[src/design/i2cseq_pkg.sv]
// shared types, status codes and fault codes of the i2c register sequencer
package i2cseq_pkg;

  // byte engine status codes
  localparam logic [7:0] ST_START        = 8'h08;
  localparam logic [7:0] ST_RESTART      = 8'h10;
  localparam logic [7:0] ST_SLA_W_ACK    = 8'h18;
  localparam logic [7:0] ST_SLA_W_NACK   = 8'h20;
  localparam logic [7:0] ST_DATA_TX_ACK  = 8'h28;
  localparam logic [7:0] ST_DATA_TX_NACK = 8'h30;
  localparam logic [7:0] ST_ARB_LOST     = 8'h38;
  localparam logic [7:0] ST_SLA_R_ACK    = 8'h40;
  localparam logic [7:0] ST_SLA_R_NACK   = 8'h48;
  localparam logic [7:0] ST_DATA_RX_ACK  = 8'h50;
  localparam logic [7:0] ST_DATA_RX_NACK = 8'h58;

  // longest read in bytes
  localparam logic [5:0] MAX_READ = 6'd32;

  // item kinds carried on tuser
  localparam logic MODE_REQUEST = 1'b0;
  localparam logic MODE_EVENT   = 1'b1;

  typedef enum logic [2:0] {
    FLT_NONE       = 3'd0,
    FLT_ADDR_NACK  = 3'd1,
    FLT_DATA_NACK  = 3'd2,
    FLT_ARB_LOST   = 3'd3,
    FLT_BAD_STATUS = 3'd4,
    FLT_BUSY       = 3'd5
  } fault_t;

  // input payload, last member in the lowest bits
  typedef struct packed {
    logic [7:0] bus_byte;
    logic [7:0] bus_status;
    logic [7:0] write_value;
    logic [5:0] read_length;
    logic [7:0] register_index;
    logic [7:0] device_byte;
    logic       is_write;
  } in_data_t;

  typedef struct packed {
    logic     mode;
    in_data_t data;
  } in_item_t;

  // result payload, last member in the lowest bits
  typedef struct packed {
    logic [7:0] reported_status;
    fault_t     fault;
    logic       busy_res;
    logic       done_res;
    logic [4:0] rx_index;
    logic [7:0] rx_byte;
    logic       rx_valid;
    logic       ack_next;
    logic       send_stop;
    logic       send_start;
    logic [7:0] load_byte;
    logic       load_valid;
  } out_item_t;

  localparam int IN_BITS    = $bits(in_data_t);
  localparam int OUT_BITS   = $bits(out_item_t);
  localparam int IN_TDATAW  = ((IN_BITS + 7) / 8) * 8;
  localparam int OUT_TDATAW = ((OUT_BITS + 7) / 8) * 8;

endpackage

[src/design/i2cseq_in_stage.sv]
// input register stage of the i2c register sequencer
module i2cseq_in_stage (
  input  logic                clk,
  input  logic                rst_n,
  input  logic                in_fire,
  input  i2cseq_pkg::in_item_t in_item,
  input  logic                advance,
  output logic                stage_valid,
  output i2cseq_pkg::in_item_t stage_item
);
  import i2cseq_pkg::*;

  logic     valid_r;
  in_item_t item_r;

  // valid flag: set on a new item, cleared when the item moves on
  always_ff @(posedge clk) begin
    if (!rst_n) begin
      valid_r <= 1'b0;
    end else if (in_fire) begin
      valid_r <= 1'b1;
    end else if (advance) begin
      valid_r <= 1'b0;
    end
  end

  // payload capture
  always_ff @(posedge clk) begin
    if (in_fire) begin
      item_r <= in_item;
    end
  end

  assign stage_valid = valid_r;
  assign stage_item  = item_r;

endmodule

[src/design/i2cseq_engine.sv]
// transaction state and per-item decision logic of the i2c register sequencer
module i2cseq_engine (
  input  logic                 clk,
  input  logic                 rst_n,
  input  logic                 advance,
  input  i2cseq_pkg::in_item_t item,
  output i2cseq_pkg::out_item_t result
);
  import i2cseq_pkg::*;

  logic       active_r,        active_nxt;
  logic       write_dir_r,     write_dir_nxt;
  logic [7:0] held_device_r,   held_device_nxt;
  logic [7:0] held_register_r, held_register_nxt;
  logic [7:0] held_value_r,    held_value_nxt;
  logic       value_sent_r,    value_sent_nxt;
  logic [5:0] bytes_taken_r,   bytes_taken_nxt;
  logic [5:0] bytes_wanted_r,  bytes_wanted_nxt;
  logic [7:0] last_code_r,     last_code_nxt;

  logic [5:0] want;
  logic       room;
  logic [5:0] taken_after;
  logic [6:0] taken_plus;
  out_item_t  res;

  // clamp the requested read length to one..MAX_READ
  always_comb begin
    want = item.data.read_length;
    if (want == 6'd0) begin
      want = 6'd1;
    end else if (want > MAX_READ) begin
      want = MAX_READ;
    end
  end

  // received byte bookkeeping
  assign room        = bytes_taken_r < bytes_wanted_r;
  assign taken_after = room ? bytes_taken_r + 6'd1 : bytes_taken_r;
  assign taken_plus  = {1'b0, taken_after} + 7'd1;

  // decision for one item
  always_comb begin
    res               = '0;
    active_nxt        = active_r;
    write_dir_nxt     = write_dir_r;
    held_device_nxt   = held_device_r;
    held_register_nxt = held_register_r;
    held_value_nxt    = held_value_r;
    value_sent_nxt    = value_sent_r;
    bytes_taken_nxt   = bytes_taken_r;
    bytes_wanted_nxt  = bytes_wanted_r;
    last_code_nxt     = last_code_r;

    if (item.mode == MODE_REQUEST) begin
      if (active_r) begin
        res.fault = FLT_BUSY;
      end else begin
        active_nxt        = 1'b1;
        write_dir_nxt     = item.data.is_write;
        held_device_nxt   = item.data.device_byte;
        held_register_nxt = item.data.register_index;
        held_value_nxt    = item.data.write_value;
        value_sent_nxt    = 1'b0;
        bytes_taken_nxt   = 6'd0;
        bytes_wanted_nxt  = want;
        res.send_start    = 1'b1;
      end
    end else if (active_r) begin
      if (write_dir_r) begin
        // register write sequence
        case (item.data.bus_status)
          ST_START: begin
            res.load_valid = 1'b1;
            res.load_byte  = held_device_r;
            last_code_nxt  = ST_START;
          end
          ST_SLA_W_ACK: begin
            res.load_valid = 1'b1;
            res.load_byte  = held_register_r;
            last_code_nxt  = ST_SLA_W_ACK;
          end
          ST_DATA_TX_ACK: begin
            if (value_sent_r) begin
              res.send_stop = 1'b1;
              res.done_res  = 1'b1;
              active_nxt    = 1'b0;
            end else begin
              res.load_valid = 1'b1;
              res.load_byte  = held_value_r;
              value_sent_nxt = 1'b1;
              last_code_nxt  = ST_DATA_TX_ACK;
            end
          end
          ST_SLA_W_NACK: begin
            res.send_stop = 1'b1;
            res.done_res  = 1'b1;
            res.fault     = FLT_ADDR_NACK;
            last_code_nxt = item.data.bus_status;
            active_nxt    = 1'b0;
          end
          ST_DATA_TX_NACK: begin
            res.send_stop = 1'b1;
            res.done_res  = 1'b1;
            res.fault     = FLT_DATA_NACK;
            last_code_nxt = item.data.bus_status;
            active_nxt    = 1'b0;
          end
          ST_ARB_LOST: begin
            res.done_res  = 1'b1;
            res.fault     = FLT_ARB_LOST;
            last_code_nxt = item.data.bus_status;
            active_nxt    = 1'b0;
          end
          default: begin
            res.send_stop = 1'b1;
            res.done_res  = 1'b1;
            res.fault     = FLT_BAD_STATUS;
            last_code_nxt = item.data.bus_status;
            active_nxt    = 1'b0;
          end
        endcase
      end else begin
        // register read sequence
        case (item.data.bus_status)
          ST_START: begin
            res.load_valid = 1'b1;
            res.load_byte  = held_device_r;
          end
          ST_SLA_W_ACK: begin
            res.load_valid = 1'b1;
            res.load_byte  = held_register_r;
          end
          ST_DATA_TX_ACK: begin
            res.send_start  = 1'b1;
            bytes_taken_nxt = 6'd0;
          end
          ST_RESTART: begin
            res.load_valid = 1'b1;
            res.load_byte  = held_device_r | 8'h01;
          end
          ST_SLA_R_NACK: begin
            res.send_start = 1'b1;
            res.send_stop  = 1'b1;
          end
          ST_SLA_R_ACK: begin
            bytes_taken_nxt = 6'd0;
            res.ack_next    = 6'd1 < bytes_wanted_r;
          end
          ST_DATA_RX_ACK: begin
            res.rx_valid    = room;
            res.rx_byte     = room ? item.data.bus_byte : 8'h00;
            res.rx_index    = room ? bytes_taken_r[4:0] : 5'd0;
            bytes_taken_nxt = taken_after;
            res.ack_next    = taken_plus < {1'b0, bytes_wanted_r};
          end
          ST_DATA_RX_NACK: begin
            res.rx_valid    = room;
            res.rx_byte     = room ? item.data.bus_byte : 8'h00;
            res.rx_index    = room ? bytes_taken_r[4:0] : 5'd0;
            bytes_taken_nxt = taken_after;
            res.send_stop   = 1'b1;
            res.done_res    = 1'b1;
            active_nxt      = 1'b0;
          end
          default: begin
            res.send_stop = 1'b1;
            res.done_res  = 1'b1;
            res.fault     = FLT_BAD_STATUS;
            last_code_nxt = item.data.bus_status;
            active_nxt    = 1'b0;
          end
        endcase
      end
    end

    res.busy_res        = active_nxt;
    res.reported_status = last_code_nxt;
  end

  // transaction state, updated as each item leaves for the result register
  always_ff @(posedge clk) begin
    if (!rst_n) begin
      active_r        <= 1'b0;
      write_dir_r     <= 1'b0;
      held_device_r   <= 8'h00;
      held_register_r <= 8'h00;
      held_value_r    <= 8'h00;
      value_sent_r    <= 1'b0;
      bytes_taken_r   <= 6'd0;
      bytes_wanted_r  <= 6'd0;
      last_code_r     <= 8'h00;
    end else if (advance) begin
      active_r        <= active_nxt;
      write_dir_r     <= write_dir_nxt;
      held_device_r   <= held_device_nxt;
      held_register_r <= held_register_nxt;
      held_value_r    <= held_value_nxt;
      value_sent_r    <= value_sent_nxt;
      bytes_taken_r   <= bytes_taken_nxt;
      bytes_wanted_r  <= bytes_wanted_nxt;
      last_code_r     <= last_code_nxt;
    end
  end

  assign result = res;

endmodule

[src/design/i2cseq_out_stage.sv]
// result register stage of the i2c register sequencer
module i2cseq_out_stage (
  input  logic                  clk,
  input  logic                  rst_n,
  input  logic                  advance,
  input  i2cseq_pkg::out_item_t result,
  input  logic                  out_ready,
  output logic                  out_valid,
  output i2cseq_pkg::out_item_t out_item
);
  import i2cseq_pkg::*;

  logic      valid_r;
  out_item_t item_r;

  // valid flag: set on a new result, cleared once it is taken
  always_ff @(posedge clk) begin
    if (!rst_n) begin
      valid_r <= 1'b0;
    end else if (advance) begin
      valid_r <= 1'b1;
    end else if (out_ready) begin
      valid_r <= 1'b0;
    end
  end

  // payload capture
  always_ff @(posedge clk) begin
    if (advance) begin
      item_r <= result;
    end
  end

  assign out_valid = valid_r;
  assign out_item  = item_r;

endmodule

[src/design/i2c_master_register_sequencer.sv]
// top level of the i2c register sequencer
//
// Sits between a host and a byte-level i2c master engine. The input channel
// carries two kinds of item, told apart by in_tuser: a request (0) starts a
// register write or a register read, an event (1) passes on a status code
// and received byte from the engine. Every accepted item gives exactly one
// result item on the output channel, holding the next engine command, any
// received byte with its index, completion, busy and fault indications.
//
// An accepted item is held in the input register; its result item is
// computed from it and the transaction state and is captured in the result
// register when the item moves on.
// Throughput: one item per cycle while results are taken; the transaction
// state is updated in the same cycle as an item moves from the input
// register to the result register, so the following item already sees it.
// When the receiver stalls, the result register holds its item and the
// input register still takes one more item if it is empty; after that
// in_tready drops until out_tready returns.
// Reset (rst_n low at a clock edge) empties both registers and returns the
// transaction state to idle with all held values and the status at zero.
module i2c_master_register_sequencer (
  input  logic                                clk,
  input  logic                                rst_n,
  input  logic                                in_tvalid,
  output logic                                in_tready,
  // in_tdata: is_write, device_byte, register_index, read_length,
  // write_value, bus_status, bus_byte, zero pad
  input  logic [i2cseq_pkg::IN_TDATAW-1:0]    in_tdata,
  // in_tuser: mode
  input  logic                                in_tuser,
  output logic                                out_tvalid,
  input  logic                                out_tready,
  // out_tdata: load_valid, load_byte, send_start, send_stop, ack_next,
  // rx_valid, rx_byte, rx_index, done_res, busy_res, fault,
  // reported_status, zero pad
  output logic [i2cseq_pkg::OUT_TDATAW-1:0]   out_tdata
);
  import i2cseq_pkg::*;

  logic      in_fire;
  logic      advance;
  logic      stage_valid;
  in_item_t  in_item;
  in_item_t  stage_item;
  out_item_t result;
  out_item_t out_item;

  // item moves on when the result register is empty or being emptied
  assign advance   = stage_valid && (!out_tvalid || out_tready);
  assign in_tready = !stage_valid || advance;
  assign in_fire   = in_tvalid && in_tready;

  // unpack the input item
  assign in_item.mode = in_tuser;
  assign in_item.data = in_data_t'(in_tdata[IN_BITS-1:0]);

  i2cseq_in_stage u_in_stage (
    .clk         (clk),
    .rst_n       (rst_n),
    .in_fire     (in_fire),
    .in_item     (in_item),
    .advance     (advance),
    .stage_valid (stage_valid),
    .stage_item  (stage_item)
  );

  i2cseq_engine u_engine (
    .clk     (clk),
    .rst_n   (rst_n),
    .advance (advance),
    .item    (stage_item),
    .result  (result)
  );

  i2cseq_out_stage u_out_stage (
    .clk       (clk),
    .rst_n     (rst_n),
    .advance   (advance),
    .result    (result),
    .out_ready (out_tready),
    .out_valid (out_tvalid),
    .out_item  (out_item)
  );

  // pack the result item, padded with zeros
  assign out_tdata = {{(OUT_TDATAW - OUT_BITS){1'b0}}, out_item};

endmodule

[config.mk]
export PLATFORM = sky130hd
export DESIGN_NAME = i2c_master_register_sequencer
export DESIGN_NICKNAME = d
export VERILOG_FILES = /design/src/design/i2cseq_pkg.sv /design/src/design/i2cseq_in_stage.sv /design/src/design/i2cseq_engine.sv /design/src/design/i2cseq_out_stage.sv /design/src/design/i2c_master_register_sequencer.sv
export SDC_FILE = /design/constraint.sdc
export NUM_CORES = 1
export LEC_CHECK = 0
export BUFFER_PORTS_ARGS = -buffer_cell sky130_fd_sc_hd__buf_2
export CAP_MARGIN = 20
export CELL_PAD_IN_SITES_DETAIL_PLACEMENT = 0
export CELL_PAD_IN_SITES_GLOBAL_PLACEMENT = 1
export CORE_ASPECT_RATIO = 1.75
export CORE_UTILIZATION = 41
export DETAILED_ROUTE_END_ITERATION = 6
export PLACE_DENSITY_LB_ADDON = 0.1
export REMOVE_ABC_BUFFERS = 1
export SLEW_MARGIN = 20
export SYNTH_ARGS = -nofsm -noshare
export SYNTH_HDL_FRONTEND = slang
export SYNTH_HIERARCHICAL = 1
export SYNTH_SLANG_ARGS = --single-unit
[constraint.sdc]
create_clock -name clk -period 4.8 [get_ports clk]
set_input_delay 0.48 -clock clk [delete_from_list [all_inputs] [get_ports clk]]
set_output_delay 0.48 -clock clk [all_outputs]
set_load 0.03 [all_outputs]
# After elaboration in Yosys (flattened, before gate mapping)
# Cells that the tools add are included.
# op_classes
n_addsub	2
n_mul	0
n_div	0
order_cmp	4
eq_ne	17
shifts	0
muxes	52
n_bitwise	4
reduce_logical	25
# op_table
operator	n
one-hot mux 9 bit (3 select lines)	2
2-to-1 mux 6 bit	7
2-to-1 mux 8 bit	5
== test 8 x 6 -> 1 bit (second input constant)	4
== test 8 x 7 -> 1 bit (second input constant)	4
one-hot mux 8 bit (3 select lines)	1
2-to-1 mux 1 bit	23
2-to-1 mux 9 bit	2
== test 8 x 5 -> 1 bit (second input constant)	2
2-to-1 mux 3 bit	5
one-hot mux 3 bit (4 select lines)	1
one-hot mux 6 bit (2 select lines)	1
2-to-1 mux 10 bit	1
AND reduction 5 bit	2
OR reduction 3 bit	3
== test 8 x 4 -> 1 bit (second input constant)	1
inequality test 2 bit (second input constant)	4
one-hot mux 1 bit (2 select lines)	4
OR reduction 2 bit	4
OR reduction 8 bit	1
adder 6 x 1 -> 7 bit (second input constant)	1
less-than comparator 7 x 6 -> 1 bit	1
OR reduction 7 bit	1
adder 6 x 1 -> 6 bit (second input constant)	1
16 further kinds	23
# totals
ff_bits	136
latchBits	0
ram_bits	0
mem_bits_ro	0
input_bits	53
output_inout_bits	42
wordCells	135
n_memories	0

# Logic depth before layout (Yosys ltp)
# depth
depth_word	6
mapped_depth	18
depth_no_buf	18

# By module
# The synthesis kept the hierarchy.
# by_module_without_submodules
mod	instances	cells_each	area_per_inst_um2	seq_area_each_um2
i2cseq_engine	1	435	3365.7	940.9
i2cseq_in_stage	1	51	1482.7	1461.4
i2cseq_out_stage	1	42	1212.4	1191.1
i2c_master_register_sequencer	1	6	48.8	0.0

# Worst setup path after synthesis
# Ideal clock, no wire load.
# synth_timing
kind	register to register
from	register u_out_stage.valid_r (netlist: u_out_stage/out_valid)
to	register u_engine.bytes_taken_r[3]
setup_time_ns	0.070
arrival_ns	4.845
required_ns	4.730
path_slack_ns	-0.115
path_stages_with_launch	6
path_buffers	0
synth_period_minus_slack_ns	4.915
path_cell_list	dfxtp_1 a21boi_0 nor2b_1 o2111ai_2 or3_1 a21boi_1
# synth_via
elab_chain_len	4
# synth_lines
element	line_no	rtl
start, declared	i2cseq_out_stage.sv:13	logic valid_r;
start signal, assigned	i2cseq_out_stage.sv:19	valid_r <= 1'b0;
start signal, assigned	i2cseq_out_stage.sv:21	valid_r <= 1'b1;
start signal, assigned	i2cseq_out_stage.sv:23	valid_r <= 1'b0;
zero test 1 bit	i2c_master_register_sequencer.sv:49	assign advance = stage_valid && (!out_tvalid || out_tready);
logical OR 1 bit	i2c_master_register_sequencer.sv:49	
logical AND 1 bit	i2c_master_register_sequencer.sv:49	
named net advance	i2c_master_register_sequencer.sv:41	logic advance;
AND reduction 5 bit (no source line)	-	
end signal, assigned	i2cseq_engine.sv:200	bytes_taken_r <= bytes_taken_nxt;
end, declared	i2cseq_engine.sv:17	logic [5:0] bytes_taken_r, bytes_taken_nxt;
# The timed path passes the listed nets, and every way through them passes these cells.
# A chain may end at the register's enable or synchronous reset.

# Worst setup path after layout
# layout_timing
from	register u_engine.bytes_wanted_r[3]
to	register u_out_stage.item_r, in the netlist u_out_stage/out_item[11], data pin
# layout_via
elab_chain_len	5
word_cells_on_any_way	6
classes_between	add/sub: 1; order compare: 3; mux: 2
# layout_lines
element	line_no	rtl
start, declared	i2cseq_engine.sv:18	logic [5:0] bytes_wanted_r, bytes_wanted_nxt;
start signal, assigned	i2cseq_engine.sv:201	bytes_wanted_r <= bytes_wanted_nxt;
less-than comparator 6 bit	i2cseq_engine.sv:38	assign room = bytes_taken_r < bytes_wanted_r;
2-to-1 mux 6 bit	i2cseq_engine.sv:39	assign taken_after = room ? bytes_taken_r + 6'd1 : bytes_taken_r;
adder 6 x 1 -> 7 bit	i2cseq_engine.sv:40	assign taken_plus = {1'b0, taken_after} + 7'd1;
less-than comparator 7 x 6 -> 1 bit	i2cseq_engine.sv:155	res.ack_next = taken_plus < {1'b0, bytes_wanted_r};
one-hot mux 1 bit (2 select lines) (*)	i2cseq_engine.sv:125	case (item.data.bus_status)
end signal, assigned	i2cseq_out_stage.sv:30	item_r <= result;
end, declared	i2cseq_out_stage.sv:14	out_item_t item_r;
# Every way passes the cells marked *; elsewhere a longest branch is shown, timed or not.

==> flow_metrics.py <==
metrics = {
    "setup_path": {
        "arrival_ns": 4.61,
        "cp_cell_sequence": "inv_1 > ha_1 > a2111oi_1 > o21a_1 > nor2_1 > inv_1 > ha_1 > ha_1 > nor4bb_1 > nand2_1 > a22oi_1 > nor2_1 > xor2_1 > ha_1 > a21o_1 > a2111oi_2 > o21ai_1 > o22ai_1",
        "rr_worst_depth": 18,
        "path_max_fanout": 7,
        "crit_type": "flip-flop to flip-flop",
        "cp_slowest_stage_delay_ns": 0.41,
        "r2r-end": "u_out_stage/out_item[11]",
        "crit_cells": 18,
        "cpMaxStageDelayCell": "a2111oi_1",
        "worst_path_most_repeated_cell": "ha_1",
        "required_ns": 5.04,
        "reg2reg_from": "u_engine/bytes_wanted_r[3]",
        "cp_top_family": "compound AO/OA/AOI/OAI gates",
        "ff2ff_setup_slack_ns": 0.44,
        "start_kind": "flip-flop",
        "cp-startpoint": "u_engine/bytes_wanted_r[3]",
        "end_kind": "flip-flop",
        "cp_num_buf_inv": 2,
    },
    "timing": {
        "max_slew_margin": 0.3273,
        "tightestPinTransition_ns": 1.001,
        "final_max_slew_viol_count": 0,
        "setup_violations": 0,
        "rsz0062_at_grt": "no",
        "whs_ns": 0.2373,
        "clock-skew-final_ns": 0.01407,
        "max_freq_ghz": 0.2291,
        "finalHoldViolCount": 0,
        "setup_tns_ns": 0,
        "period_needed_ns": 4.365,
        "min_period_over_period": 0.9093,
    },
    "cells_and_area": {
        "n_fill_cell": 1334,
        "mostFrequentLayoutCell": "buf_2",
        "final_cell_mix": "92 x buf_2, 87 x edfxtp_1, 74 x nand2_1",
        "drive_gt1_frac": 0.2317,
        "instances_no_fill": 810,
        "regArea_mm2": 0.003595,
        "area_growth_pct": 18.62,
        "finish.utilization": 0.5018,
        "fin_nets": 684,
        "final_area_mm2": 0.007247,
        "multi_input_area_mm2": 0.002347,
        "diodes": 0,
    },
    "yosys": {
        "syn-cell-area_mm2": 0.006110,
        "synth_edf_count": 87,
        "dominantRegCellSynth": "edfxtp_1",
        "synth-async-reset-ratio": 0,
        "synth_cell_types": 64,
        "syn_inst": 534,
        "syn_area_per_cell_um2": 11.44,
        "yosys_warnings": 6,
        "yosysSeqAreaShare": 0.5882,
        "ys_ff_latch": 136,
    },
    "drt": {
        "wl_um": 13980,
        "drc": 0,
        "drtIter0Drc": 204,
        "ant_nets": 0,
        "drtPass1Iterations": 4,
        "via_count": 4371,
        "viasPerCell": 5.396,
        "wl_per_cell_um": 17.26,
    },
    "clock_network": {
        "ctsHoldBuffers": 0,
        "cts-htree-levels": 4,
        "root_buffer": "clkbuf_16",
        "cts_tree": "done",
        "clock_tree.buffer_depth": 2,
        "cts_sinks": 136,
        "clk_latency_ns": 0.41,
        "cts_made_buffers": 17,
        "clk_pin_slew_ns": 0.06,
    },
    "worst_hold_path": {
        "hp-class": "input pin to flip-flop",
        "hp-start": "in_tdata[31]",
        "min_to": "u_in_stage/stage_item[31]",
        "min_path_cells": 1,
    },
    "global_route": {
        "grt_pass1_vias": 4558,
        "grt_pass1_wl_um": 22580,
        "grt_start_max_net_pins": 51,
        "track_usage": 0.1949,
        "antenna_found_initial": 0,
        "grt_overflow_total": 0,
    },
    "power": {
        "ir_drop_mv": 0.2075,
        "power_density_mw_per_mm2": 375.7,
        "power.leakage_uw": 0.002641,
    },
    "die": {
        "die_h_um": 163.5,
        "initial_core_util": 0.4231,
        "die_w_um": 94.28,
        "core_mm2": 0.01444,
        "rows": 58,
        "ioPinCount": 95,
        "die-area_mm2": 0.01541,
    },
    "status": {
        "outcome": "complete, no violations",
    },
    "run": {
        "max_cap_violations": 0,
    },
    "place": {
        "dp_cells": 778,
        "dp_hpwl_um": 9308,
        "port_buffers": 92,
        "post_dp_cell_area_mm2": 0.006689,
        "place.gp.congestion": 0.8653,
    },
}
## cell families (layout without fill, tap and decap cells)
group           after synthesis  count (layout)  share of synthesized area
buf+inv                      45             141                    0.03174
other cells                   1               1                  0.0006138
flops                       136             136                     0.5882
mux                          14              14                    0.02335
xor+xnor                      9               9                    0.01290
simple gates                184             184                     0.1608
fa+ha+maj                    14              14                    0.02867
compound gates              131             131                     0.1538
## worst register-to-register path: cells and delay by family, from the launching register on
kind	cells	cell delay (ns)
compound gates	7	1.65
fa+ha+maj	4	1.15
simple gates	4	0.60
flops	1	0.34
buf+inv	2	0.30
xor+xnor	1	0.16
## layout make-up
| class | count | area share |
|---|---|---|
| Tap cell | 180 | 0.03108 |
| Clock buffer | 20 | 0.06164 |
| Inverter | 14 | 0.007251 |
| Clock inverter | 12 | 0.01347 |
| Sequential cell | 136 | 0.4960 |
| Multi-Input combinational cell | 353 | 0.3239 |
| Timing Repair Buffer | 95 | 0.06664 |
## Yosys cell counts, drive strengths merged, types with 9 or more instances
master | count | area (um2)
edfxtp | 87 | 2613
nand2 | 75 | 281.5
dfxtp | 49 | 980.9
a21boi | 34 | 255.2
clkbuf | 22 | 82.58
nor2 | 19 | 71.32
nor2b | 18 | 127.6
a21oi | 17 | 88.84
and2 | 17 | 106.4
o21ai | 17 | 85.08
ha | 14 | 175.2
inv | 13 | 48.80
nand3 | 13 | 65.06
mux2i | 12 | 120.1
a22oi | 11 | 82.58
nor3 | 10 | 55.05
o22ai | 10 | 62.56
buf | 9 | 58.80
## state kept, by name, summed over array words and instances (netlist names)
signal                    cells
u_engine/write_dir_r          1
u_engine/held_value_r         8
u_in_stage/stage_valid        1
u_engine/held_register_r      8
u_in_stage/stage_item        48
u_engine/last_code_r          8
u_out_stage/out_item         39
u_out_stage/out_valid         1
u_engine/value_sent_r         1
u_engine/bytes_wanted_r       6
u_engine/active_r             1
u_engine/bytes_taken_r        6
u_engine/held_device_r        8
## per-stage QoR
stage          total power, uW  setup slack [ns]
6_report                  2722            0.4353
5_1_grt                   2834           0.08706
4_1_cts                   2757            0.3401
3_5_place_dp              1565            0.3715
3_3_place_gp              1560            0.4907
2_1_floorplan             1483            -2.022
## timing repair
action,4_1_cts,5_1_grt
gates resized for setup,0,2
endpoints found under the setup margin,0,1
setup buffers,0,0
## power by group
part | switching [uW] | internal [uW]
Clock | 505 | 679
Sequential | 37.0 | 1300
Combinational | 130 | 67.6
Total | 672 | 2050
## how the worst max path moves through the flow
stage	end
finish	u_out_stage/out_item[11]
global placement	u_out_stage/out_item[11]
detailed placement	u_out_stage/out_item[11]
CTS	u_out_stage/out_item[11]
global route	u_out_stage/out_item[11]
floorplan	u_engine/bytes_wanted_r[0]
## layer usage
layer / global-route usage / wire length, um / up-vias
met5: 0 / 0 / -
li1: - / - / 2135
met1: 0.1999 / 5309 / 2090
met4: 0.09441 / 429 / 0
met3: 0.04097 / 555 / 29
met2: 0.3643 / 7688 / 117
No activity file was read; power rests on OpenSTA's default activity.
